## config.mk

```make
export PLATFORM = sky130hd
export DESIGN_NAME = gpht_mixer
export DESIGN_NICKNAME = d
export VERILOG_FILES = /design/src/rtl/gpht_pkg.sv /design/src/rtl/gpht_mixer.sv
export SDC_FILE = /design/constraint.sdc
export NUM_CORES = 2
export LEC_CHECK = 0
export BUFFER_PORTS_ARGS = -buffer_cell sky130_fd_sc_hd__clkbuf_2
export CORE_ASPECT_RATIO = 2
export CORE_MARGIN = 4
export CORE_UTILIZATION = 50
export DETAILED_ROUTE_END_ITERATION = 8
export GPL_ROUTABILITY_DRIVEN = 0
export HOLD_SLACK_MARGIN = 0.08
export PLACE_DENSITY = 0.69
export SETUP_SLACK_MARGIN = 0.02
export SLEW_MARGIN = 20
export SYNTH_ARGS = -nofsm -noshare
export SYNTH_HDL_FRONTEND = slang
export SYNTH_SLANG_ARGS = --single-unit
```

## constraint.sdc

```tcl
create_clock -name clock -period 9.5 [get_ports clock]
set_clock_uncertainty 0.2 [all_clocks]
set_input_delay 1.9 -clock clock [delete_from_list [all_inputs] [get_ports clock]]
set_output_delay 1.9 -clock clock [all_outputs]
set_load 0.01 [all_outputs]
```

## src/rtl/gpht_pkg.sv

```systemverilog
// Package for the grouped probe hash table: word types, codes and constants.
// No dependencies.
`default_nettype none
package gpht_pkg;
   typedef struct packed {
      logic [1:0]  action;
      logic [63:0] key;
      logic [63:0] value;
   } req_type;

   typedef struct packed {
      logic [1:0]  status;
      logic [63:0] value_out;
      logic [10:0] live_entries;
   } rsp_type;

   localparam logic [1:0] ACT_LOOKUP = 2'd0;
   localparam logic [1:0] ACT_INSERT = 2'd1;
   localparam logic [1:0] ACT_GETDEF = 2'd2;
   localparam logic [1:0] ACT_ERASE  = 2'd3;

   localparam logic [1:0] ST_FOUND    = 2'd0;
   localparam logic [1:0] ST_INSERTED = 2'd1;
   localparam logic [1:0] ST_MISSING  = 2'd2;
   localparam logic [1:0] ST_FULL     = 2'd3;

   localparam logic [7:0]  CTRL_EMPTY = 8'h80;
   localparam logic [7:0]  CTRL_TOMB  = 8'hFE;
   localparam logic [63:0] MIX_MULT   = 64'hd6e8feb86659fd93;
   localparam logic [10:0] MAX_LIVE_RESET = 11'd896;
endpackage
`default_nettype wire

```

## src/rtl/gpht_mixer.sv

```systemverilog
// Key mixer: xor-shift, 64-bit multiply in three 32x32 partial products, xor-shift.
// Uses gpht_pkg. Hash valid (done high) after the x_ff and product registers; pipelined.
`default_nettype none
module gpht_mixer (
   input  wire logic        clock,
   input  wire logic        reset,
   input  wire logic        start,
   input  wire logic [63:0] key,
   output logic             done,
   output logic [63:0]      hash
);
   import gpht_pkg::*;

   logic [63:0] x_ff, x_in;
   logic [63:0] lo_ff, lo_in;
   logic [31:0] c1_ff, c1_in, c2_ff, c2_in;
   logic [1:0]  stage_ff, stage_in;
   logic [63:0] prod;

   always_comb begin
      x_in  = x_ff;
      lo_in = lo_ff;
      c1_in = c1_ff;
      c2_in = c2_ff;
      stage_in = {stage_ff[0], start};
      if (start) x_in = key ^ {32'd0, key[63:32]};
      if (stage_ff[0]) begin
         lo_in = 64'(x_ff[31:0]) * 64'(MIX_MULT[31:0]);
         c1_in = x_ff[31:0] * MIX_MULT[63:32];
         c2_in = x_ff[63:32] * MIX_MULT[31:0];
      end
   end

   assign prod = lo_ff + {c1_ff + c2_ff, 32'd0};
   assign hash = prod ^ {32'd0, prod[63:32]};
   assign done = stage_ff[1];

   always_ff @(posedge clock) begin
      if (reset) stage_ff <= '0;
      else stage_ff <= stage_in;
      x_ff  <= x_in;
      lo_ff <= lo_in;
      c1_ff <= c1_in;
      c2_ff <= c2_in;
   end
endmodule
`default_nettype wire

```

==> results.yml <==
sta:
  rsz0062_at_grt: "false"
  drv_slew: 0
  worstMarginPinSlew_ns: 1.350
  fmax_mhz: 108.3
  setup_viol: 0
  max_slew_margin: 0.09668
  setup_ws_ns: 0.2700
  fin_tns_setup_ns: 0
  min_period_ns: 9.230
  period_share: 0.9716
  finalHoldViolations: 0
global_route:
  grt_pass1_vias: 33700
  grt_usage: 0.3752
  grt_max_degree: 67
  antenna_found_initial: 25
  overflow: 0
  grt_pass1_wl_mm: 235.0
detailed_routing:
  first_iter_violations: 2415
  avgRoutedWirePerCell_um: 31.61
  vias: 30420
  via_per_inst: 5.801
  drcViolationCount: 0
  routed_wirelength_mm: 165.7
  drtAntennaViolNets: 0
  first_pass_iters: 7
setup_path:
  path_cells: "ha_1 -> inv_1 -> fa_1 -> inv_1 -> fa_1 -> fa_1 -> fa_1 -> fa_1 -> fa_1 -> inv_1 -> fa_1 -> inv_1 -> ha_1 -> a21oi_1 -> nand2_1 -> nor4_1 -> nand3_1 -> nand2_2 -> o21ai_2 -> a221o_1 -> a31o_4 -> or4_1 -> nand4_1"
  worstPathArrival_ns: 9.43
  crit_top_cell: "fa_1"
  critical_path_class: "flip-flop to flip-flop"
  crit_family: "adder cells"
  cpPeakStageDelay_ns: 0.97
  path_max_fanout: 9
  end_kind: "flip-flop"
  cpMaxStageDelayCell: "fa_1"
  startpoint_type: "flip-flop"
  rr_startpoint: "x_ff[15]"
  worst-path-buf-inv: 4
  crit_start: "x_ff[15]"
  worst_ep_required_time_ns: 9.70
synthesis:
  synthCells: 3977
  synth_common_cells: "inv_1 (1221), fa_1 (857), ha_1 (679), edfxtp_1 (186), xnor2_1 (178)"
  netlist.top_cell.by_area: "fa_1"
  ys.flop_type: "edfxtp_1"
  synth_cell_types: 77
  synth_top_area_frac: 0.4000
  synth.most_common_cell: "inv_1"
  avgSynthCellArea_um2: 10.78
  syn-num-nets: 5580
  synth-seq-cells: 188
  synth_area_leaders: "fa_1 (40%), ha_1 (20%), edfxtp_1 (13%)"
  synth_area_um2: 42890
  yosysSeqAreaShare: 0.1312
  ys_warn_count: 0
  async_flop_share: 0
  synth_edf_count: 186
floorplan:
  dieArea_um2: 90810
  die_h_um: 422.2
  io_pins: 132
  die_x_um: 215.1
  rows: 151
  start_util: 0.5056
  core_area_um2: 84830
layout:
  fillCellCount: 7383
  seqCellArea_um2: 5629
  multi_input_area_um2: 32670
  fin_nets: 5752
  areaGrowthSynthToFinish_pct: 6.628
  layout-drive-gt1-share: 0.05574
hold_path:
  hold_start: "x_ff[32]"
  hold_class: "flip-flop to flip-flop"
cts:
  cts_tree: "done"
  post_cts_resized: 0
  cts_hold_buf: 0
  cts-root-buf: "clkbuf_16"
  cts_max_path_buffers: 2
  h-tree-depth: 4
  numClockSinks: 188
  postCtsSetupBuffers: 0
  clk-insertion-delay-late_ns: 0.55
  numCtsBuffers: 17
  path_clk_slew_ns: 0.10
status:
  outcome: "completed"
placement:
  dp_hpwl_mm: 135.1
  portBuffers: 131
  place_ws_ns: 0.8612
job:
  max_cap_violations: 0
-- worst paths after layout --
path	depth (start not counted)	slack, ns	endpoint
max	23	0.27	lo_ff[61]
max reg2reg	23	0.27	lo_ff[61]
min	1	0.59	c2_ff[0]
min reg2reg	1	0.59	c2_ff[0]
-- kinds of logic (layout without fill, tap and decap cells) --
group	Yosys count	count (layout)	share of synthesized area
fa+ha+maj	1536	1536	0.5981
buf+inv	1228	1413	0.1075
compound gates	426	426	0.06736
simple gates	309	309	0.03594
xor+xnor	290	290	0.05989
flops	188	188	0.1312
other cells	0	10	0
-- cells in the final DEF (no fill, tap or decap), types with 6 or more instances in the layout --
cell	netlist	layout
a21oi_1	125	125
nor2_1	77	77
clkbuf_16	0	17
nand2b_1	15	15
nor2b_1	21	21
o21bai_1	25	25
and3_1	21	21
edfxtp_1	186	186
nand3_1	32	32
o211ai_1	9	9
nor4_1	7	7
o21ai_0	60	60
a31o_2	9	9
and2_1	7	7
xor2_1	110	108
ha_1	679	679
a21o_1	69	69
clkbuf_2	0	130
a211oi_1	16	16
nor3_1	30	30
inv_1	1221	1221
a31oi_1	15	15
a21oi_2	6	6
nand2_1	64	64
diode_2	0	10
fa_1	857	857
xnor2_1	178	178
o21ai_1	8	8
nand4_1	9	9
buf_4	0	30
o21a_1	28	28
-- per-layer routing --
layer	global-route usage	vias to the layer above	part of all wire
met5	0.002151	-	0.00094
met4	0.4102	24	0.15
met3	0.1424	905	0.096
met2	0.6131	1652	0.48
met1	0.3338	15120	0.28
li1	-	12710	-
-- stage by stage --
step | std cells | hold slack [ns] | utilization | instance area, um2
floorplan | 3977 | 0.4518 | - | 42890
global placement | 5201 | 0.5560 | 0.5314 | 45080
detailed placement | 5201 | 0.5620 | 0.5314 | 45080
CTS | 5233 | 0.5695 | 0.5386 | 45690
global route | 5235 | 0.5718 | 0.5389 | 45710
finish | 5243 | 0.5908 | 0.5391 | 45730
-- state kept, by name, indices dropped and copies added (netlist names) --
register	cells
x_ff	64
lo_ff	61
c2_ff	32
c1_ff	29
stage_ff	2
-- layout make-up --
type,count,share of cell area
clock inverters,15,0.004077
diodes,10,0.0005472
flip-flops and latches,188,0.1231
clock buffers,17,0.009302
multi-input cells,2561,0.7143
inverters,1221,0.1002
well taps,1071,0.02930
repair buffers,160,0.01915
Power is not shown: default switching activity piles up to over one toggle a cycle in this logic, so the estimate is an artifact.
