$ cat config.mk
export PLATFORM = sky130hd
export DESIGN_NAME = gpht_ram
export DESIGN_NICKNAME = d
export VERILOG_FILES = /design/src/rtl/gpht_ram.sv
export SDC_FILE = /design/constraint.sdc
export NUM_CORES = 1
export LEC_CHECK = 0
export BUFFER_PORTS_ARGS = -buffer_cell sky130_fd_sc_hd__clkbuf_2
export CAP_MARGIN = 40
export CORE_ASPECT_RATIO = 1.25
export CORE_MARGIN = 2
export CORE_UTILIZATION = 45
export CTS_CLUSTER_SIZE = 8
export DETAILED_ROUTE_END_ITERATION = 8
export SYNTH_ARGS = -nofsm -noshare
export SYNTH_HDL_FRONTEND = slang
export SYNTH_SLANG_ARGS = --single-unit
$ cat constraint.sdc
create_clock -name clock -period 2.43 [get_ports clock]
set_input_delay 0 -clock clock [delete_from_list [all_inputs] [get_ports clock]]
set_output_delay 0 -clock clock [all_outputs]
set_load 0.1 [all_outputs]
$ cat src/rtl/gpht_ram.sv
// Generic single-port-write, single-port-read RAM with registered read.
// No dependencies.
`default_nettype none
module gpht_ram #(
   parameter int WIDTH = 8,
   parameter int DEPTH = 16
) (
   input  wire logic                     clock,
   input  wire logic                     wr_en,
   input  wire logic [$clog2(DEPTH)-1:0] wr_addr,
   input  wire logic [WIDTH-1:0]         wr_data,
   input  wire logic [$clog2(DEPTH)-1:0] rd_addr,
   output logic      [WIDTH-1:0]         rd_data
);
   logic [WIDTH-1:0] mem [DEPTH];

   always_ff @(posedge clock) begin
      if (wr_en) mem[wr_addr] <= wr_data;
      rd_data <= mem[rd_addr];
   end
endmodule
`default_nettype wire

==> results.tsv, run 1 <==
stage	metric	value	unit
synth	syn_inst	229	
detailed_routing	met2_length	5120	um
clocking	cts_max_level	4	
sta	rsz0062_at_grt	no	
setup_path	rr_worst_depth	3	
job	max_cap_viol_count	0	
sta	timing.hold.ws	0.0254	ns
floorplanning	die-area	0.0123	mm^2
placed_design	hpwl	6180	um
synth	synthAdderAreaFrac	0	%
setup_path	path_class	reg -> reg	
clocking	post_cts_buffers	0	
clocking	clk_latency	0.40	ns
floorplanning	ios	26	
grt	grt-ovfl-total	0	
sta	hold_viol	0	
synth	yosys-top-cells-area	edfxtp_1 (75%), mux4_2 (7.9%), mux4_1 (7.1%)	
placed_design	pre_cts_slack	0.679	ns
sta	fin_setup_tns	0	ns
grt	grt_start_max_net_pins	19	
clocking	cts_tree	yes	
setup_path	r2r_setup_slack	0.99	ns
sta	max-slew-margin-rel	54.2	%
detailed_routing	routedWlPerCell	22.7	um
detailed_routing	dr.first_iter.drc_count	161	
detailed_routing	routed-wl-met3	244	um
detailed_routing	firstDrtPassIters	4	
detailed_routing	drt-met1-wl	4260	um
setup_path	path_cells	mux4_1 > a22oi_1 > nand2_1	
synth	synthMuxAreaShare	15.0	%
clocking	numClockSinks	136	
setup_path	critical_path_depth	3	
finish	finalCoreUtilization	54.3	%
outcome	status	finished, final reports clean	
detailed_routing	top_layer	met4	
detailed_routing	vias	2409	
floorplanning	initial_utilization	46.2	%
setup_path	r2r-end	rd_data[2]	
sta	min_period_over_period	59.4	%
setup_path	worstPathArrival	1.72	ns
detailed_routing	drt-total-wl	9720	um
placed_design	port_buffers	25	
setup_path	endpoint_kind	flop	
synth	synth-compound-area-share	2.33	%
power_and_ir_drop	p_leak	2.07	nW
finish	layout_commonest_cell	edfxtp_1	
finish	syn2layout_area_growth	17.4	%
setup_path	critPathBufInv	0	
finish	drive_gt1_share	30.3	%
finish	diodes	0	
hold_path	hold_class	in -> reg	
sta	setup_viol	0	
placed_design	place.gp.congestion	0.709	
floorplanning	rows	43	
synth	syn_nets	247	
clocking	hold_buffers	0	
setup_path	crit_required	2.71	ns
placed_design	dp.cells	397	
power_and_ir_drop	vdd_drop_max	0.540	mV
hold_path	holdPathEnd	mem[11][4]	
synth	synth_xor_area_share	0	%
sta	min_period	1.44	ns
grt	track_usage	17.5	%
sta	max_freq	693	MHz
synth	synth-seq-cells	136	
setup_path	r2r_start	mem[9][2]	
sta	drv_slew	0	
clocking	cts_inserted_buffers	17	
grt	grt_pass1_wl	14800	um
detailed_routing	antenna_left	0	
synth	syn_avg_cell_area	22.5	um^2
clocking	ctsResizeCount	0	
hold_path	min-delay-start	wr_data[4]	
clocking	cts_buffer_depth	2	
sta	tightest_slew	0.686	ns
floorplanning	core_area	0.0111	mm^2
synth	synth_area	0.00515	mm^2
floorplanning	dieHeight	124	um
synth	yosysTopAreaCell	edfxtp_1	
setup_path	cpPeakStageDelay	0.51	ns
finish	final_cell_mix	edfxtp_1 (128), clkbuf_2 (25), mux4_2 (18), buf_4 (18), clkbuf_16 (17)	
detailed_routing	viasPerCell	5.62	
setup_path	critical-path-slowest-cell	mux4_1	
finish	final-instance-count-excl-fill	429	
hold_path	holdPathStages	1	
floorplanning	die_x	99.7	um
finish	fin_nets	300	
synth	synthSimpleGateAreaFrac	3.18	%
setup_path	worstPathMaxFanout	1	
synth	yosysSeqAreaShare	77.8	%
grt	grt_pass1_vias	2496	
clocking	path_clk_slew	0.06	ns
power_and_ir_drop	p_per_area	870	mW/mm^2
detailed_routing	drc_errors	0	
synth	ys.warnings.count	0	
setup_path	crit_family	multiplexers	
setup_path	cp-start-kind	flop	
synth	synth_top_family_by_area	multiplexers	
sta	fin_ws	0.988	ns
sta	fin_worst_skew	0.00644	ns
synth	synth_top_area_share	74.7	%
synth	synth.distinct_cells	19	
clocking	clock-root-buffer	clkbuf_16	
grt	antenna_found_initial	0	
==> worst register-to-register path, stage by stage, from the launching register on <==
cell	delay, ns
edfxtp_1	0.36
mux4_1	0.51
a22oi_1	0.36
nand2_1	0.08
==> metrics by stage <==
stage               total power, W  cell area [um^2]
finish                     0.00526              6040
global route               0.00542              6040
CTS                        0.00530              6040
detailed placement         0.00304              5500
global placement           0.00304              5500
floorplan                  0.00293              5150
==> cell families (layout without fill, tap and decap cells) <==
group / after synthesis / count (layout)
multiplexers: 32 / 32
AO/OA/AOI/OAI: 16 / 16
flip-flops: 136 / 136
AND/OR/NAND/NOR: 35 / 35
buffers and inverters: 10 / 75
==> registers in the layout, indices dropped and copies added, names as in the netlist <==
register / flops
rd_data: 8
mem: 128
==> area by class of cell <==
class	instances	area, um^2
multi-input combinational	83	1060
clock buffer	27	513
clock inverter	4	20.0
timing repair buffer	44	280
sequential	136	4000
tap	135	169
fill	858	5090
==> synthesized netlist by cell type <==
| master | count |
|---|---|
| mux4_2 | 18 |
| clkdlybuf4s25_2 | 3 |
| or3b_2 | 1 |
| nand3_1 | 1 |
| a22oi_1 | 16 |
| nor3_1 | 4 |
| nand2b_1 | 2 |
| nand2_1 | 9 |
| nor2_1 | 13 |
| and2_1 | 1 |
| nand3b_1 | 2 |
| buf_4 | 1 |
| dfxtp_1 | 8 |
| buf_6 | 3 |
| nor2b_1 | 1 |
| mux4_1 | 14 |
| and2b_1 | 1 |
| edfxtp_1 | 128 |
| buf_2 | 3 |
==> where the power goes <==
| group | internal, W | total [W] | leakage, nW | switching [W] |
|---|---|---|---|---|
| combinational | 0.000102 | 0.000349 | 0.580 | 0.000247 |
| clock | 0.00143 | 0.00227 | 0.267 | 0.000842 |
| sequential | 0.00263 | 0.00264 | 1.22 | 0.0000158 |
==> how the worst max path moves through the flow <==
stage | slack (ns) | end | startpoint
floorplan | 0.94 | mem[0][0] | wr_addr[2]
global placement | 0.67 | rd_data[2] | rd_addr[0]
detailed placement | 0.68 | rd_data[2] | rd_addr[0]
CTS | 0.95 | rd_data[2] | mem[9][2]
global route | 0.95 | rd_data[2] | mem[10][2]
finish | 0.99 | rd_data[2] | mem[9][2]
==> routing by layer <==
layer  vias to the layer above  track usage [%]
met5                         -                0
met4                         0             6.93
met3                         9             4.55
met2                        49             28.8
met1                      1272             22.6
li1                       1079                -
(Power assumes the default switching activity.)
==> inputs of run 2 (changes only) <==
--- a/config.mk
+++ b/config.mk
@@ -5,6 +5,7 @@
 export SDC_FILE = /design/constraint.sdc
 export NUM_CORES = 1
 export LEC_CHECK = 0
+export ABC_AREA = 1
 export BUFFER_PORTS_ARGS = -buffer_cell sky130_fd_sc_hd__clkbuf_2
 export CAP_MARGIN = 40
 export CORE_ASPECT_RATIO = 1.25
==> constraint.sdc (replaced) <==
create_clock -name clock -period 1.3 [get_ports clock]
set_input_delay 0 -clock clock [delete_from_list [all_inputs] [get_ports clock]]
set_output_delay 0 -clock clock [all_outputs]
set_load 0.1 [all_outputs]
==> run 2 against run 1 <==
- total power increased by 100%
- first-iteration DRC count increased by 66%
- via count increased by 59%
- highest routed layer unchanged
- area after synthesis increased by 12%
- final cell count increased by 82%
- combinational power increased by 130%
- flip-flop and latch count unchanged
- setup slack got worse by 0.96 ns
- clock skew decreased by 0.0016 ns
- count of clock-buffer cells in the layout decreased by 1
- sequential share of layout area decreased by 7.2 points
- clock power increased by 110%
==> results.tsv, run 2 <==
stage	metric	value	unit
outcome	status	finished, final reports clean	
setup_path	crit_required	1.30	ns
detailed_routing	routedWlPerCell	16.3	um
sta	rsz0062_at_grt	no	
sta	max-slew-margin-rel	63.5	%
floorplanning	rows	46	
setup_path	cp-start-kind	flop	
job	max_cap_viol_count	0	
finish	fin_nets	616	
grt	grt_pass1_vias	3721	
synth	synth-edff-count	128	
power_and_ir_drop	p_switching	0.00234	W
grt	grt_start_max_net_pins	65	
clocking	cts_tree	yes	
sta	hold_viol	0	
grt	grt-ovfl-total	0	
detailed_routing	vias	3838	
sta	drv_slew	0	
sta	max_freq	784	MHz
finish	drive_gt1_share	13.6	%
clocking	clock-root-buffer	clkbuf_16	
finish	final_cell_mix	nand2_1 (173), edfxtp_1 (128), inv_1 (100), nand3_1 (97), buf_4 (24)	
detailed_routing	viasPerCell	4.93	
finish	layout_commonest_cell	nand2_1	
sta	tightest_slew	0.550	ns
synth	ys.warnings.count	0	
finish	regMostFlops	mem	
placed_design	hpwl	8150	um
floorplanning	die-area	0.0137	mm^2
sta	min_period	1.27	ns
synth	synth_area	0.00577	mm^2
power_and_ir_drop	vdd_drop_max	0.816	mV
synth	synth.distinct_cells	12	
floorplanning	initial_utilization	45.8	%
finish	final_cell_area	0.00678	mm^2
synth	syn_nets	569	
placed_design	pre_cts_slack	0.267	ns
setup_path	crit_family	buffers and inverters	
sta	setup_viol	0	
finish	largest_register_ffs	128	
grt	track_usage	19.8	%
detailed_routing	antenna_left	0	
placed_design	port_buffers	25	
detailed_routing	firstDrtPassIters	5	
sta	fin_worst_skew	0.00479	ns
detailed_routing	drc_errors	0	
power_and_ir_drop	seqPwrFrac	46.8	%
setup_path	path_class	reg -> out	
setup_path	path_cells	clkbuf_2	
clocking	post_cts_buffers	0	
floorplanning	die_x	105	um
synth	yosysMostFrequentCell	nand2_1	
setup_path	worstPathArrival	1.27	ns
grt	grt_pass1_wl	20100	um
clocking	hold_buffers	0	
placed_design	place_area	0.00618	mm^2
detailed_routing	drt-total-wl	12700	um
clocking	clk_latency	0.41	ns
synth	yosys-top-cells-area	edfxtp_1 (67%), nand2_1 (11%), nand3_1 (8.4%)	
clocking	cts_max_level	4	
power_and_ir_drop	p_comb_share	7.5	%
placed_design	place.gp.congestion	0.800	
setup_path	critical-path-slowest-cell	clkbuf_2	
clocking	cts_inserted_buffers	17	
synth	syn_inst	551	
sta	fin_setup_tns	0	ns
synth	synth-seq-cells	136	
synth	async_reset_ff_share	0	%
floorplanning	ios	26	
detailed_routing	dr.first_iter.drc_count	268	
power_and_ir_drop	netSwitchingFraction	22.2	%
synth	yosysSeqAreaShare	69.4	%
setup_path	critPathBufInv	1	
power_and_ir_drop	power.internal	0.00823	W
setup_path	endpoint_kind	output port	
synth	synth_top_area_share	66.7	%
clocking	cts_buffer_depth	2	
sta	min_period_over_period	98.1	%
synth	yosysTopAreaCell	edfxtp_1	
clocking	ctsResizeCount	1	
synth	syn_avg_cell_area	10.5	um^2
hold_path	hold_class	in -> reg	
clocking	path_clk_slew	0.05	ns
finish	reg_top3	mem (128), rd_data (8)	
floorplanning	core_area	0.0126	mm^2
setup_path	cpPeakStageDelay	0.48	ns
synth	synth_common_cells	nand2_1 (173), edfxtp_1 (128), inv_1 (100)	
finish	diodes	0	
power_and_ir_drop	pwr-share-clk	45.7	%
power_and_ir_drop	p_per_area	1560	mW/mm^2
sta	fin_ws	0.0252	ns
setup_path	worstPathMaxFanout	1	
power_and_ir_drop	p_leak	2.97	nW
synth	synth_top_flop_cell	edfxtp_1	
clocking	numClockSinks	136	
grt	antenna_found_initial	0	
floorplanning	dieHeight	131	um
finish	syn2layout_area_growth	17.6	%
-- run 2: cell families after synthesis --
| kind of cell | Yosys count | synth area share (%) |
|---|---|---|
| flip-flops | 136 | 69.4 |
| AND/OR/NAND/NOR | 289 | 21.0 |
| buffers and inverters | 126 | 9.52 |
-- run 2: layout make-up --
type	instances	area, um^2
Fill cell	1100	5820
Sequential cell	136	4000
Multi-Input combinational cell	289	1210
Clock buffer	26	519
Inverter	102	383
Timing Repair Buffer	52	368
Tap cell	168	210
Clock inverter	6	86.3
-- run 2: final timing paths --
kind               from    endpoint  slack, ns  depth (start not counted)
max          rd_data[7]  rd_data[7]       0.03                          1
min          wr_data[2]   mem[3][2]       0.04                          1
max reg2reg   mem[6][6]  rd_data[6]       0.33                          6
min reg2reg  mem[10][7]  rd_data[7]       0.67                          6
-- run 2: per-layer routing --
| metal | global-route usage (%) | up-vias | wire length (um) |
|---|---|---|---|
| met4 | 9.96 | 0 | 382 |
| met2 | 31.7 | 121 | 6010 |
| li1 | - | 1866 | - |
| met1 | 25.9 | 1825 | 5610 |
| met3 | 4.07 | 26 | 668 |
| met5 | 0 | - | 0 |
-- run 2: per-stage QoR --
step	power (W)	hold slack, ns	instances	utilization [%]
floorplan	0.00557	0.0989	551	-
global placement	0.00582	0.438	747	49.0
detailed placement	0.00583	0.462	747	49.0
CTS	0.0106	0.0312	779	53.8
global route	0.0109	0.0473	779	53.8
finish	0.0106	0.0362	779	53.8
-- run 2: power by group through the flow --
stage	logic [W]	registers (W)	clock network [W]
2_1_floorplan	0.000346	0.00522	0
3_3_place_gp	0.000788	0.00503	0
3_5_place_dp	0.000799	0.00504	0
4_1_cts	0.000803	0.00495	0.00488
5_1_grt	0.000868	0.00495	0.00509
6_report	0.000795	0.00494	0.00483
